$ cat src/sv/scope_allocator_with_sequence_counters_macros.svh
// Assertion macros used by the scope allocator RTL.
`ifndef SCOPE_ALLOCATOR_WITH_SEQUENCE_COUNTERS_MACROS_SVH
`define SCOPE_ALLOCATOR_WITH_SEQUENCE_COUNTERS_MACROS_SVH

// The consequent must hold in the same cycle as the antecedent.
`define SCA_ASSERT_IMPL(name, ante, cons, msg) \
    name: assert property (@(posedge clk) disable iff (!rst_n) (ante) |-> (cons)) \
        else $error(msg);

// The consequent must hold in the cycle after the antecedent.
`define SCA_ASSERT_NEXT(name, ante, cons, msg) \
    name: assert property (@(posedge clk) disable iff (!rst_n) (ante) |=> (cons)) \
        else $error(msg);

`endif

$ cat src/sv/sca_pkg.sv
// Types and constants shared by the scope allocator modules.
package sca_pkg;

    localparam int CMD_W       = 2;
    localparam int SCOPE_ID_W  = 5;
    localparam int ID_SLOTS    = 32;
    localparam int SEQ_OUT_W   = 48;
    localparam int FIRST_SEQ_W = 16;
    localparam int CFG_DATA_W  = 48;
    localparam int CFG_IDX_W   = 1;
    localparam int STATUS_W    = 2;

    typedef enum logic [CMD_W-1:0] {
        CMD_ALLOC      = 2'd0,
        CMD_DESTROY    = 2'd1,
        CMD_COLL_SEQ   = 2'd2,
        CMD_ROOTED_SEQ = 2'd3
    } cmd_t;

    typedef enum logic [STATUS_W-1:0] {
        ST_OK       = 2'd0,
        ST_FULL     = 2'd1,
        ST_NOT_LIVE = 2'd2
    } status_t;

    typedef enum logic [CFG_IDX_W-1:0] {
        CFG_FIRST_SEQ    = 1'b0,
        CFG_ROOTED_START = 1'b1
    } cfg_idx_t;

    typedef struct packed {
        cmd_t                  cmd;
        logic [SCOPE_ID_W-1:0] scope_id;
        logic                  is_global;
    } req_t;

    typedef struct packed {
        logic [SCOPE_ID_W-1:0] scope_out;
        status_t               status;
    } map_res_t;

endpackage

$ cat src/sv/sca_ifs.sv
// Valid/ready channel interfaces for requests and responses.
interface sca_req_if;
    import sca_pkg::*;

    logic                  valid;
    logic                  ready;
    logic [CMD_W-1:0]      cmd;
    logic [SCOPE_ID_W-1:0] scope_id;
    logic                  is_global;

    modport source (output valid, cmd, scope_id, is_global, input ready);
    modport sink   (input valid, cmd, scope_id, is_global, output ready);
endinterface

interface sca_rsp_if;
    import sca_pkg::*;

    logic                  valid;
    logic                  ready;
    logic [SCOPE_ID_W-1:0] scope_out;
    logic [SEQ_OUT_W-1:0]  sequence_res;
    logic [STATUS_W-1:0]   status;

    modport source (output valid, scope_out, sequence_res, status, input ready);
    modport sink   (input valid, scope_out, sequence_res, status, output ready);
endinterface

$ cat src/sv/sca_scope_map.sv
// Live-scope bitmap with allocate and destroy logic.
`include "scope_allocator_with_sequence_counters_macros.svh"

module sca_scope_map #(
    parameter int SCOPE_COUNT = 32
) (
    input  logic              clk,
    input  logic              rst_n,
    input  logic              commit,
    input  sca_pkg::req_t     req,
    output sca_pkg::map_res_t res
);
    import sca_pkg::*;

    localparam int IDXW = $clog2(SCOPE_COUNT);

    logic [SCOPE_COUNT-1:0] live_map_reg;
    logic [SCOPE_COUNT-1:0] live_map_next;
    logic [IDXW-1:0]        lo_idx;
    logic [IDXW-1:0]        hi_idx;
    logic [IDXW-1:0]        free_idx;
    logic [IDXW-1:0]        alloc_idx;
    logic [IDXW-1:0]        sid_idx;
    logic                   full;
    logic                   sid_live;

    // Priority encoders over the bitmap: lowest live, highest live, lowest free.
    always_comb
    begin
        lo_idx   = '0;
        hi_idx   = '0;
        free_idx = '0;
        for (int i = SCOPE_COUNT - 1; i >= 0; i--)
        begin
            if (live_map_reg[i])
            begin
                lo_idx = IDXW'(i);
            end
            if (!live_map_reg[i])
            begin
                free_idx = IDXW'(i);
            end
        end
        for (int i = 0; i < SCOPE_COUNT; i++)
        begin
            if (live_map_reg[i])
            begin
                hi_idx = IDXW'(i);
            end
        end
    end

    always_comb
    begin
        full = &live_map_reg;
        if (live_map_reg == '0)
        begin
            alloc_idx = '0;
        end
        else if (hi_idx != IDXW'(SCOPE_COUNT - 1))
        begin
            alloc_idx = hi_idx + IDXW'(1);
        end
        else if (lo_idx != '0)
        begin
            alloc_idx = lo_idx - IDXW'(1);
        end
        else
        begin
            alloc_idx = free_idx;
        end
    end

    // Scope numbers past the pool are never live.
    assign sid_idx  = IDXW'(req.scope_id);
    assign sid_live = (int'(req.scope_id) < SCOPE_COUNT) && live_map_reg[sid_idx];

    always_comb
    begin
        live_map_next = live_map_reg;
        res.scope_out = '0;
        res.status    = ST_OK;
        unique case (req.cmd)
            CMD_ALLOC:
            begin
                if (full)
                begin
                    res.status = ST_FULL;
                end
                else
                begin
                    live_map_next[alloc_idx] = 1'b1;
                    res.scope_out            = SCOPE_ID_W'(alloc_idx);
                end
            end
            CMD_DESTROY:
            begin
                if (sid_live)
                begin
                    live_map_next[sid_idx] = 1'b0;
                end
                else
                begin
                    res.status = ST_NOT_LIVE;
                end
            end
            CMD_COLL_SEQ, CMD_ROOTED_SEQ:
            begin
                live_map_next = live_map_reg;
            end
        endcase
    end

    always_ff @(posedge clk or negedge rst_n)
    begin
        if (!rst_n)
        begin
            live_map_reg <= '0;
        end
        else if (commit)
        begin
            live_map_reg <= live_map_next;
        end
    end

    `SCA_ASSERT_IMPL(a_full_only_when_all_live, commit && res.status == ST_FULL, &live_map_reg, "full reported while a scope is free")
    `SCA_ASSERT_IMPL(a_grant_was_free, commit && req.cmd == CMD_ALLOC && res.status == ST_OK, !live_map_reg[alloc_idx], "allocate granted a live scope")
    `SCA_ASSERT_NEXT(a_grant_becomes_live, commit && req.cmd == CMD_ALLOC && res.status == ST_OK, live_map_reg[$past(alloc_idx)], "granted scope not marked live")
    `SCA_ASSERT_NEXT(a_destroy_clears, commit && req.cmd == CMD_DESTROY && res.status == ST_OK, !live_map_reg[$past(sid_idx)], "destroyed scope still live")

endmodule

$ cat src/sv/sca_seq_ctr.sv
// Per-scope, global and rooted sequence counters with the configuration registers.
module sca_seq_ctr #(
    parameter int SCOPE_COUNT = 32,
    parameter int SEQ_BITS    = 48
) (
    input  logic                             clk,
    input  logic                             rst_n,
    input  logic                             commit,
    input  sca_pkg::req_t                    req,
    input  logic                             cfg_we,
    input  logic [sca_pkg::CFG_IDX_W-1:0]    cfg_index,
    input  logic [sca_pkg::CFG_DATA_W-1:0]   cfg_wdata,
    output logic [SEQ_BITS-1:0]              seq
);
    import sca_pkg::*;

    // The scope number replaces a field at the top of the seed.
    localparam int SEED_OFF = (SEQ_BITS > SCOPE_COUNT) ? SEQ_BITS - SCOPE_COUNT : 0;
    localparam int SEED_FW  = (SCOPE_COUNT < SEQ_BITS - SEED_OFF) ?
                              SCOPE_COUNT : SEQ_BITS - SEED_OFF;
    localparam logic [SEQ_BITS-1:0] SEED_MASK =
        ({SEQ_BITS{1'b1}} >> (SEQ_BITS - SEED_FW)) << SEED_OFF;

    logic [FIRST_SEQ_W-1:0] first_seq_reg;
    logic [SEQ_BITS-1:0]    rooted_ctr_reg;
    logic [ID_SLOTS-1:0]    seeded_reg;
    logic                   global_seeded_reg;
    logic [SEQ_BITS-1:0]    global_ctr_reg;
    logic [SEQ_BITS-1:0]    scope_ctr_reg [ID_SLOTS];

    logic [SEQ_BITS-1:0]    seed;
    logic [SEQ_BITS-1:0]    scope_cur;
    logic [SEQ_BITS-1:0]    global_cur;
    logic                   coll_commit;

    always_comb
    begin
        seed = (SEQ_BITS'(first_seq_reg) & ~SEED_MASK) |
               ((SEQ_BITS'(req.scope_id) << SEED_OFF) & SEED_MASK);
        scope_cur  = seeded_reg[req.scope_id] ? scope_ctr_reg[req.scope_id] : seed;
        global_cur = global_seeded_reg ? global_ctr_reg : SEQ_BITS'(first_seq_reg);
        unique case (req.cmd)
            CMD_COLL_SEQ:   seq = req.is_global ? global_cur : scope_cur;
            CMD_ROOTED_SEQ: seq = rooted_ctr_reg;
            CMD_ALLOC, CMD_DESTROY: seq = '0;
        endcase
    end

    assign coll_commit = commit && (req.cmd == CMD_COLL_SEQ);

    always_ff @(posedge clk or negedge rst_n)
    begin
        if (!rst_n)
        begin
            first_seq_reg     <= '0;
            rooted_ctr_reg    <= '0;
            seeded_reg        <= '0;
            global_seeded_reg <= 1'b0;
        end
        else
        begin
            if (cfg_we)
            begin
                unique case (cfg_idx_t'(cfg_index))
                    CFG_FIRST_SEQ:    first_seq_reg  <= cfg_wdata[FIRST_SEQ_W-1:0];
                    CFG_ROOTED_START: rooted_ctr_reg <= SEQ_BITS'(cfg_wdata);
                endcase
            end
            else if (commit && req.cmd == CMD_ROOTED_SEQ)
            begin
                rooted_ctr_reg <= rooted_ctr_reg + SEQ_BITS'(1);
            end
            if (coll_commit && req.is_global)
            begin
                global_seeded_reg <= 1'b1;
            end
            if (coll_commit && !req.is_global)
            begin
                seeded_reg[req.scope_id] <= 1'b1;
            end
        end
    end

    // Counter storage needs no reset: it is read only after its seeded flag is set.
    always_ff @(posedge clk)
    begin
        if (coll_commit && req.is_global)
        begin
            global_ctr_reg <= global_cur + SEQ_BITS'(1);
        end
        if (coll_commit && !req.is_global)
        begin
            scope_ctr_reg[req.scope_id] <= scope_cur + SEQ_BITS'(1);
        end
    end

endmodule

$ cat src/sv/scope_allocator_with_sequence_counters.sv
// Scope allocator top level: request register, scope bitmap, counters, response register.
// An accepted request is held in the request register, then in the response register.
// Throughput: one request per cycle unless rsp stalls; the bitmap and counters do
// their read-modify-write between the request register and the response register.
// Reset clears the live bitmap, seeded flags, first_sequence and the rooted counter.
// No clearing pass runs after reset; requests are taken from the first cycle.
module scope_allocator_with_sequence_counters #(
    parameter int SCOPE_COUNT = 32,
    parameter int SEQ_BITS    = 48
) (
    input  logic                            clk,
    input  logic                            rst_n,
    sca_req_if.sink                         req,
    sca_rsp_if.source                       rsp,
    input  logic                            cfg_we,
    input  logic [sca_pkg::CFG_IDX_W-1:0]   cfg_index,
    input  logic [sca_pkg::CFG_DATA_W-1:0]  cfg_wdata
);
    import sca_pkg::*;

    logic                  in_valid_reg;
    req_t                  req_reg;
    logic                  out_valid_reg;
    logic [SCOPE_ID_W-1:0] scope_out_reg;
    logic [SEQ_OUT_W-1:0]  seq_out_reg;
    status_t               status_reg;

    logic                  advance;
    map_res_t              map_res;
    logic [SEQ_BITS-1:0]   seq;

    // The held request moves to the response register when that register is free
    // or its transfer completes in this cycle.
    assign advance   = in_valid_reg && (!out_valid_reg || rsp.ready);
    assign req.ready = !in_valid_reg || advance;

    always_ff @(posedge clk or negedge rst_n)
    begin
        if (!rst_n)
        begin
            in_valid_reg  <= 1'b0;
            out_valid_reg <= 1'b0;
        end
        else
        begin
            if (req.ready)
            begin
                in_valid_reg <= req.valid;
            end
            if (advance)
            begin
                out_valid_reg <= 1'b1;
            end
            else if (rsp.ready)
            begin
                out_valid_reg <= 1'b0;
            end
        end
    end

    always_ff @(posedge clk)
    begin
        if (req.valid && req.ready)
        begin
            req_reg <= '{cmd: cmd_t'(req.cmd), scope_id: req.scope_id,
                         is_global: req.is_global};
        end
        if (advance)
        begin
            scope_out_reg <= map_res.scope_out;
            status_reg    <= map_res.status;
            seq_out_reg   <= SEQ_OUT_W'(seq);
        end
    end

    sca_scope_map #(
        .SCOPE_COUNT (SCOPE_COUNT)
    ) u_scope_map (
        .clk    (clk),
        .rst_n  (rst_n),
        .commit (advance),
        .req    (req_reg),
        .res    (map_res)
    );

    sca_seq_ctr #(
        .SCOPE_COUNT (SCOPE_COUNT),
        .SEQ_BITS    (SEQ_BITS)
    ) u_seq_ctr (
        .clk       (clk),
        .rst_n     (rst_n),
        .commit    (advance),
        .req       (req_reg),
        .cfg_we    (cfg_we),
        .cfg_index (cfg_index),
        .cfg_wdata (cfg_wdata),
        .seq       (seq)
    );

    assign rsp.valid        = out_valid_reg;
    assign rsp.scope_out    = scope_out_reg;
    assign rsp.sequence_res = seq_out_reg;
    assign rsp.status       = status_reg;

endmodule
$ cat src/flat_wrapper.sv
// flat-port wrapper written by rule: the top's interface ports become plain ports
module scope_allocator_with_sequence_counters_flat import sca_pkg::*;
#(
    parameter int SCOPE_COUNT = 32,
    parameter int SEQ_BITS    = 48
)
  (clk, rst_n, cfg_we, cfg_index, cfg_wdata, req_valid, req_cmd, req_scope_id, req_is_global, req_ready, rsp_valid, rsp_scope_out, rsp_sequence_res, rsp_status, rsp_ready);
  sca_req_if req_i ();
  sca_rsp_if rsp_i ();
  input  logic clk;
  input  logic rst_n;
  input  logic cfg_we;
  input  logic [sca_pkg::CFG_IDX_W-1:0] cfg_index;
  input  logic [sca_pkg::CFG_DATA_W-1:0] cfg_wdata;
  input wire logic [$bits(req_i.valid)-1:0] req_valid;
  input wire logic [$bits(req_i.cmd)-1:0] req_cmd;
  input wire logic [$bits(req_i.scope_id)-1:0] req_scope_id;
  input wire logic [$bits(req_i.is_global)-1:0] req_is_global;
  output wire logic [$bits(req_i.ready)-1:0] req_ready;
  output wire logic [$bits(rsp_i.valid)-1:0] rsp_valid;
  output wire logic [$bits(rsp_i.scope_out)-1:0] rsp_scope_out;
  output wire logic [$bits(rsp_i.sequence_res)-1:0] rsp_sequence_res;
  output wire logic [$bits(rsp_i.status)-1:0] rsp_status;
  input wire logic [$bits(rsp_i.ready)-1:0] rsp_ready;
  assign req_i.valid = req_valid;
  assign req_i.cmd = req_cmd;
  assign req_i.scope_id = req_scope_id;
  assign req_i.is_global = req_is_global;
  assign req_ready = req_i.ready;
  assign rsp_valid = rsp_i.valid;
  assign rsp_scope_out = rsp_i.scope_out;
  assign rsp_sequence_res = rsp_i.sequence_res;
  assign rsp_status = rsp_i.status;
  assign rsp_i.ready = rsp_ready;
  scope_allocator_with_sequence_counters #(.SCOPE_COUNT(SCOPE_COUNT), .SEQ_BITS(SEQ_BITS)) u_core (.clk(clk), .rst_n(rst_n), .req(req_i), .rsp(rsp_i), .cfg_we(cfg_we), .cfg_index(cfg_index), .cfg_wdata(cfg_wdata));
endmodule
$ cat config.mk
export PLATFORM = sky130hd
export DESIGN_NAME = scope_allocator_with_sequence_counters_flat
export DESIGN_NICKNAME = d
export VERILOG_FILES = /design/src/sv/sca_pkg.sv /design/src/sv/sca_ifs.sv /design/src/sv/sca_scope_map.sv /design/src/sv/sca_seq_ctr.sv /design/src/sv/scope_allocator_with_sequence_counters.sv /design/src/flat_wrapper.sv
export VERILOG_INCLUDE_DIRS = /design/src /design/src/sv
export SDC_FILE = /design/constraint.sdc
export NUM_CORES = 2
export LEC_CHECK = 0
export BUFFER_PORTS_ARGS = -buffer_cell sky130_fd_sc_hd__clkbuf_2
export CORE_UTILIZATION = 45
export DETAILED_ROUTE_END_ITERATION = 10
export SLEW_MARGIN = 20
export SYNTH_ARGS = -nofsm -noshare
export SYNTH_HDL_FRONTEND = slang
export SYNTH_HIERARCHICAL = 1
export SYNTH_SLANG_ARGS = --single-unit
$ cat constraint.sdc
create_clock -name clk -period 6.73 [get_ports clk]
set_clock_uncertainty 0.15 [all_clocks]
set_input_delay 0.3365 -clock clk [delete_from_list [all_inputs] [get_ports clk]]
set_output_delay 0.3365 -clock clk [all_outputs]
set_load 0.05 [all_outputs]
==> impl_metrics.py <==
metrics = {
    "yosys": {
        "ys_warn_count": 6,
        "netlist_instances": 4612,
        "ys_ff_latch": 1778,
        "syn_area_per_cell_um2": 16.0,
        "ys_async_sr_fraction_pct": 7.37,
        "yosys.cell_types.count": 104,
        "ys.flop_type": "edfxtp_1",
        "synth_area_um2": 74000,
        "ys_seq_area_share_pct": 71.3,
        "syn_nets": 4679,
        "synth-edff-count": 1647,
    },
    "sta": {
        "setup_viol": 0,
        "worstMarginPinSlew_ns": 1.12,
        "fin_setup_tns_ns": 0,
        "slew_viol_final": 0,
        "fin_crit_sh_pct": 93.0,
        "fmax_ghz": 0.160,
        "final-hold-violation-count": 0,
        "maxSlewHeadroom_pct": 25.2,
        "rsz0062_at_grt": "no",
        "hold-worst-slack_ns": 0.0722,
        "final.min_clock_period_ns": 6.26,
    },
    "place": {
        "place_congestion": 0.883,
        "portBuffers": 118,
        "dp_hpwl_um": 124000,
        "placed_area_um2": 78000,
    },
    "min_path": {
        "hold_class": "input port to flop",
    },
    "power": {
        "clockPowerShare_pct": 37.6,
        "p_leak_uw": 0.0299,
        "switchingPower_uw": 6860,
        "p_int_uw": 19000,
        "power_density_nw_per_um2": 306,
        "seqPwrFrac_pct": 49.4,
        "pwr-share-comb_pct": 13.1,
        "vdd_drop_max_mv": 0.470,
        "sw_frac_of_total_pct": 26.5,
    },
    "layout": {
        "final_nets": 4957,
        "largest_reg_flops": 1536,
        "layout_common_cells": "1647 x edfxtp_1, 663 x mux2i_1, 327 x o22ai_1",
        "final_common_cell": "edfxtp_1",
        "area.growth.synth_to_final_pct": 14.5,
        "drive_above_1_share_pct": 16.2,
        "post-route-util_pct": 52.0,
        "postLayoutCellArea_um2": 84700,
    },
    "floorplan": {
        "initial_core_util_pct": 45.4,
        "die_width_um": 408,
        "die-area_um2": 166000,
        "die_h_um": 408,
        "io_pins": 119,
        "fp-row-count": 148,
        "core_um2": 163000,
    },
    "detailed_routing": {
        "dr.first_iter.drc_count": 6138,
        "post_drt_wl_per_cell_um": 30.8,
        "num_vias": 45300,
        "wl_um": 223000,
        "viasPerCell": 6.27,
        "first_pass_iters": 6,
        "drcViolationCount": 0,
        "final_antenna_net_count": 0,
    },
    "clock_tree": {
        "postCtsResizedCells": 0,
        "clk_latency_ns": 0.84,
        "ctsRootBufferMaster": "clkbuf_16",
        "clockBufferDepth": 3,
        "cts_inserted_buffers": 180,
        "htree_levels": 4,
        "clk_pin_slew_ns": 0.06,
        "clkSinkCount": 1778,
        "cts_tree": "built",
    },
    "global_route": {
        "grt-ovfl-total": 0,
        "grt_max_degree": 118,
        "grt_first_pass_wirelength_um": 315000,
        "grt.total_usage_pct": 26.3,
        "first_global_vias": 42500,
        "grt_antenna_before_repair": 7,
    },
    "setup_path": {
        "crit_path_max_fanout": 32,
        "path_class": "flop to flop",
        "crit_path_end_kind": "flop",
        "required_ns": 7.10,
        "arrival_ns": 6.63,
        "cp-start-kind": "flop",
    },
    "run": {
        "cap_viol_max_count": 0,
    },
    "run_status": {
        "status": "finished, final reports clean",
    },
}
## worst max-delay path, stage by stage, from the launching register on
cell and delay, ns:
edfxtp_1 0.76, or4b_4 0.55, o22ai_1 0.17, or4_1 0.80
o211ai_1 0.32, o21ai_2 0.11, inv_1 0.08, ha_1 0.25
a21boi_1 0.24, a41oi_1 0.34, a211oi_2 0.36, nand4_2 0.47
nor4b_2 0.65, xor2_4 0.66
## kinds of logic (layout without fill, tap and decap cells)
| kind of cell | Yosys count | in the layout | share of synthesized area, % |
|---|---|---|---|
| mux | 766 | 766 | 11.8 |
| flops | 1778 | 1778 | 71.3 |
| xor+xnor | 92 | 92 | 1.09 |
| other cells | 0 | 1 | 0 |
| compound gates | 794 | 794 | 6.93 |
| fa+ha+maj | 5 | 5 | 0.0845 |
| buf+inv | 320 | 749 | 2.51 |
| simple gates | 857 | 857 | 6.31 |
## cell usage after synthesis (29+ instances only)
cell      count  share of area [%]
buf_6        33               0.50
o21ai_0     123               0.83
buf_2        32               0.22
inv_1        32               0.16
o211ai_1     36               0.37
nor3_1       53               0.36
nor2_1      146               0.74
nand2_1     184               0.93
mux2i_1     663                9.0
nand3_1      96               0.65
mux4_2       84                2.6
dfrtp_1     131                4.4
or2_2        40               0.34
nand4_1      40               0.34
clkbuf_1    162               0.82
a22oi_1      34               0.34
o22ai_1     327                2.8
edfxtp_1   1647                 67
xor2_1       36               0.43
buf_4        29               0.29
nor4_1       96               0.81
xnor2_1      56               0.66
a21oi_1     102               0.69
## worst paths after layout
check / startpoint / depth (start not counted) / slack, ns / end
min: cfg_we / 4 / 0.07 / u_core/u_seq_ctr/rooted_ctr_reg[31]
min reg2reg: u_core/u_seq_ctr/seeded_reg[8] / 1 / 0.32 / u_core/u_seq_ctr/seeded_reg[8]
max reg2reg: u_core/req_reg[1] / 13 / 0.47 / u_core/u_seq_ctr/scope_ctr_reg[3][38]
max in group asynchronous: rst_n / 4 / 5.28 / u_core/u_seq_ctr/global_seeded_reg
min in group asynchronous: rst_n / 4 / 0.50 / u_core/u_scope_map/live_map_reg[23]
max: u_core/req_reg[1] / 13 / 0.47 / u_core/u_seq_ctr/scope_ctr_reg[3][38]
## cell type report
class                      count  area (µm²)
sequential                  1778       52700
tap                         2175        2720
clock buffer                 235        4760
clock inverter                98         906
fill                       13300       78200
antenna                        1        2.50
multi-input combinational   2514       20300
timing repair buffer         383        3190
inverter                      33         124
## power by group through the flow
stage	registers (µW)	clock network (µW)	logic, µW
4_1_cts	12800	9860	3320
6_report	12800	9730	3380
2_1_floorplan	13000	0	2190
3_5_place_dp	13000	0	3240
3_3_place_gp	13000	0	3200
5_1_grt	12800	10300	3630
## per-layer routing
metal,up-vias,global-route usage [%],wire (µm)
li1,19000,-,-
met1,23600,38.3,94700
met2,2347,41.2,103000
met3,346,4.23,19300
met4,0,7.18,5570
met5,-,0,0
## through the flow
step                worst slack [ns]  instances  total power (µW)
floorplan                      0.730       4612             15100
global placement               0.461       6790             16200
detailed placement             0.344       6793             16200
CTS                            0.290       7215             25900
global route                   0.239       7216             26700
finish                         0.469       7217             25900
## what timing repair did
| action | CTS | global route |
|---|---|---|
| hold endpoints to repair | 188 | 0 |
| buffers inserted | 0 | 0 |
| hold buffers | 89 | 0 |
Note: power is estimated with default switching activity, not from simulation.
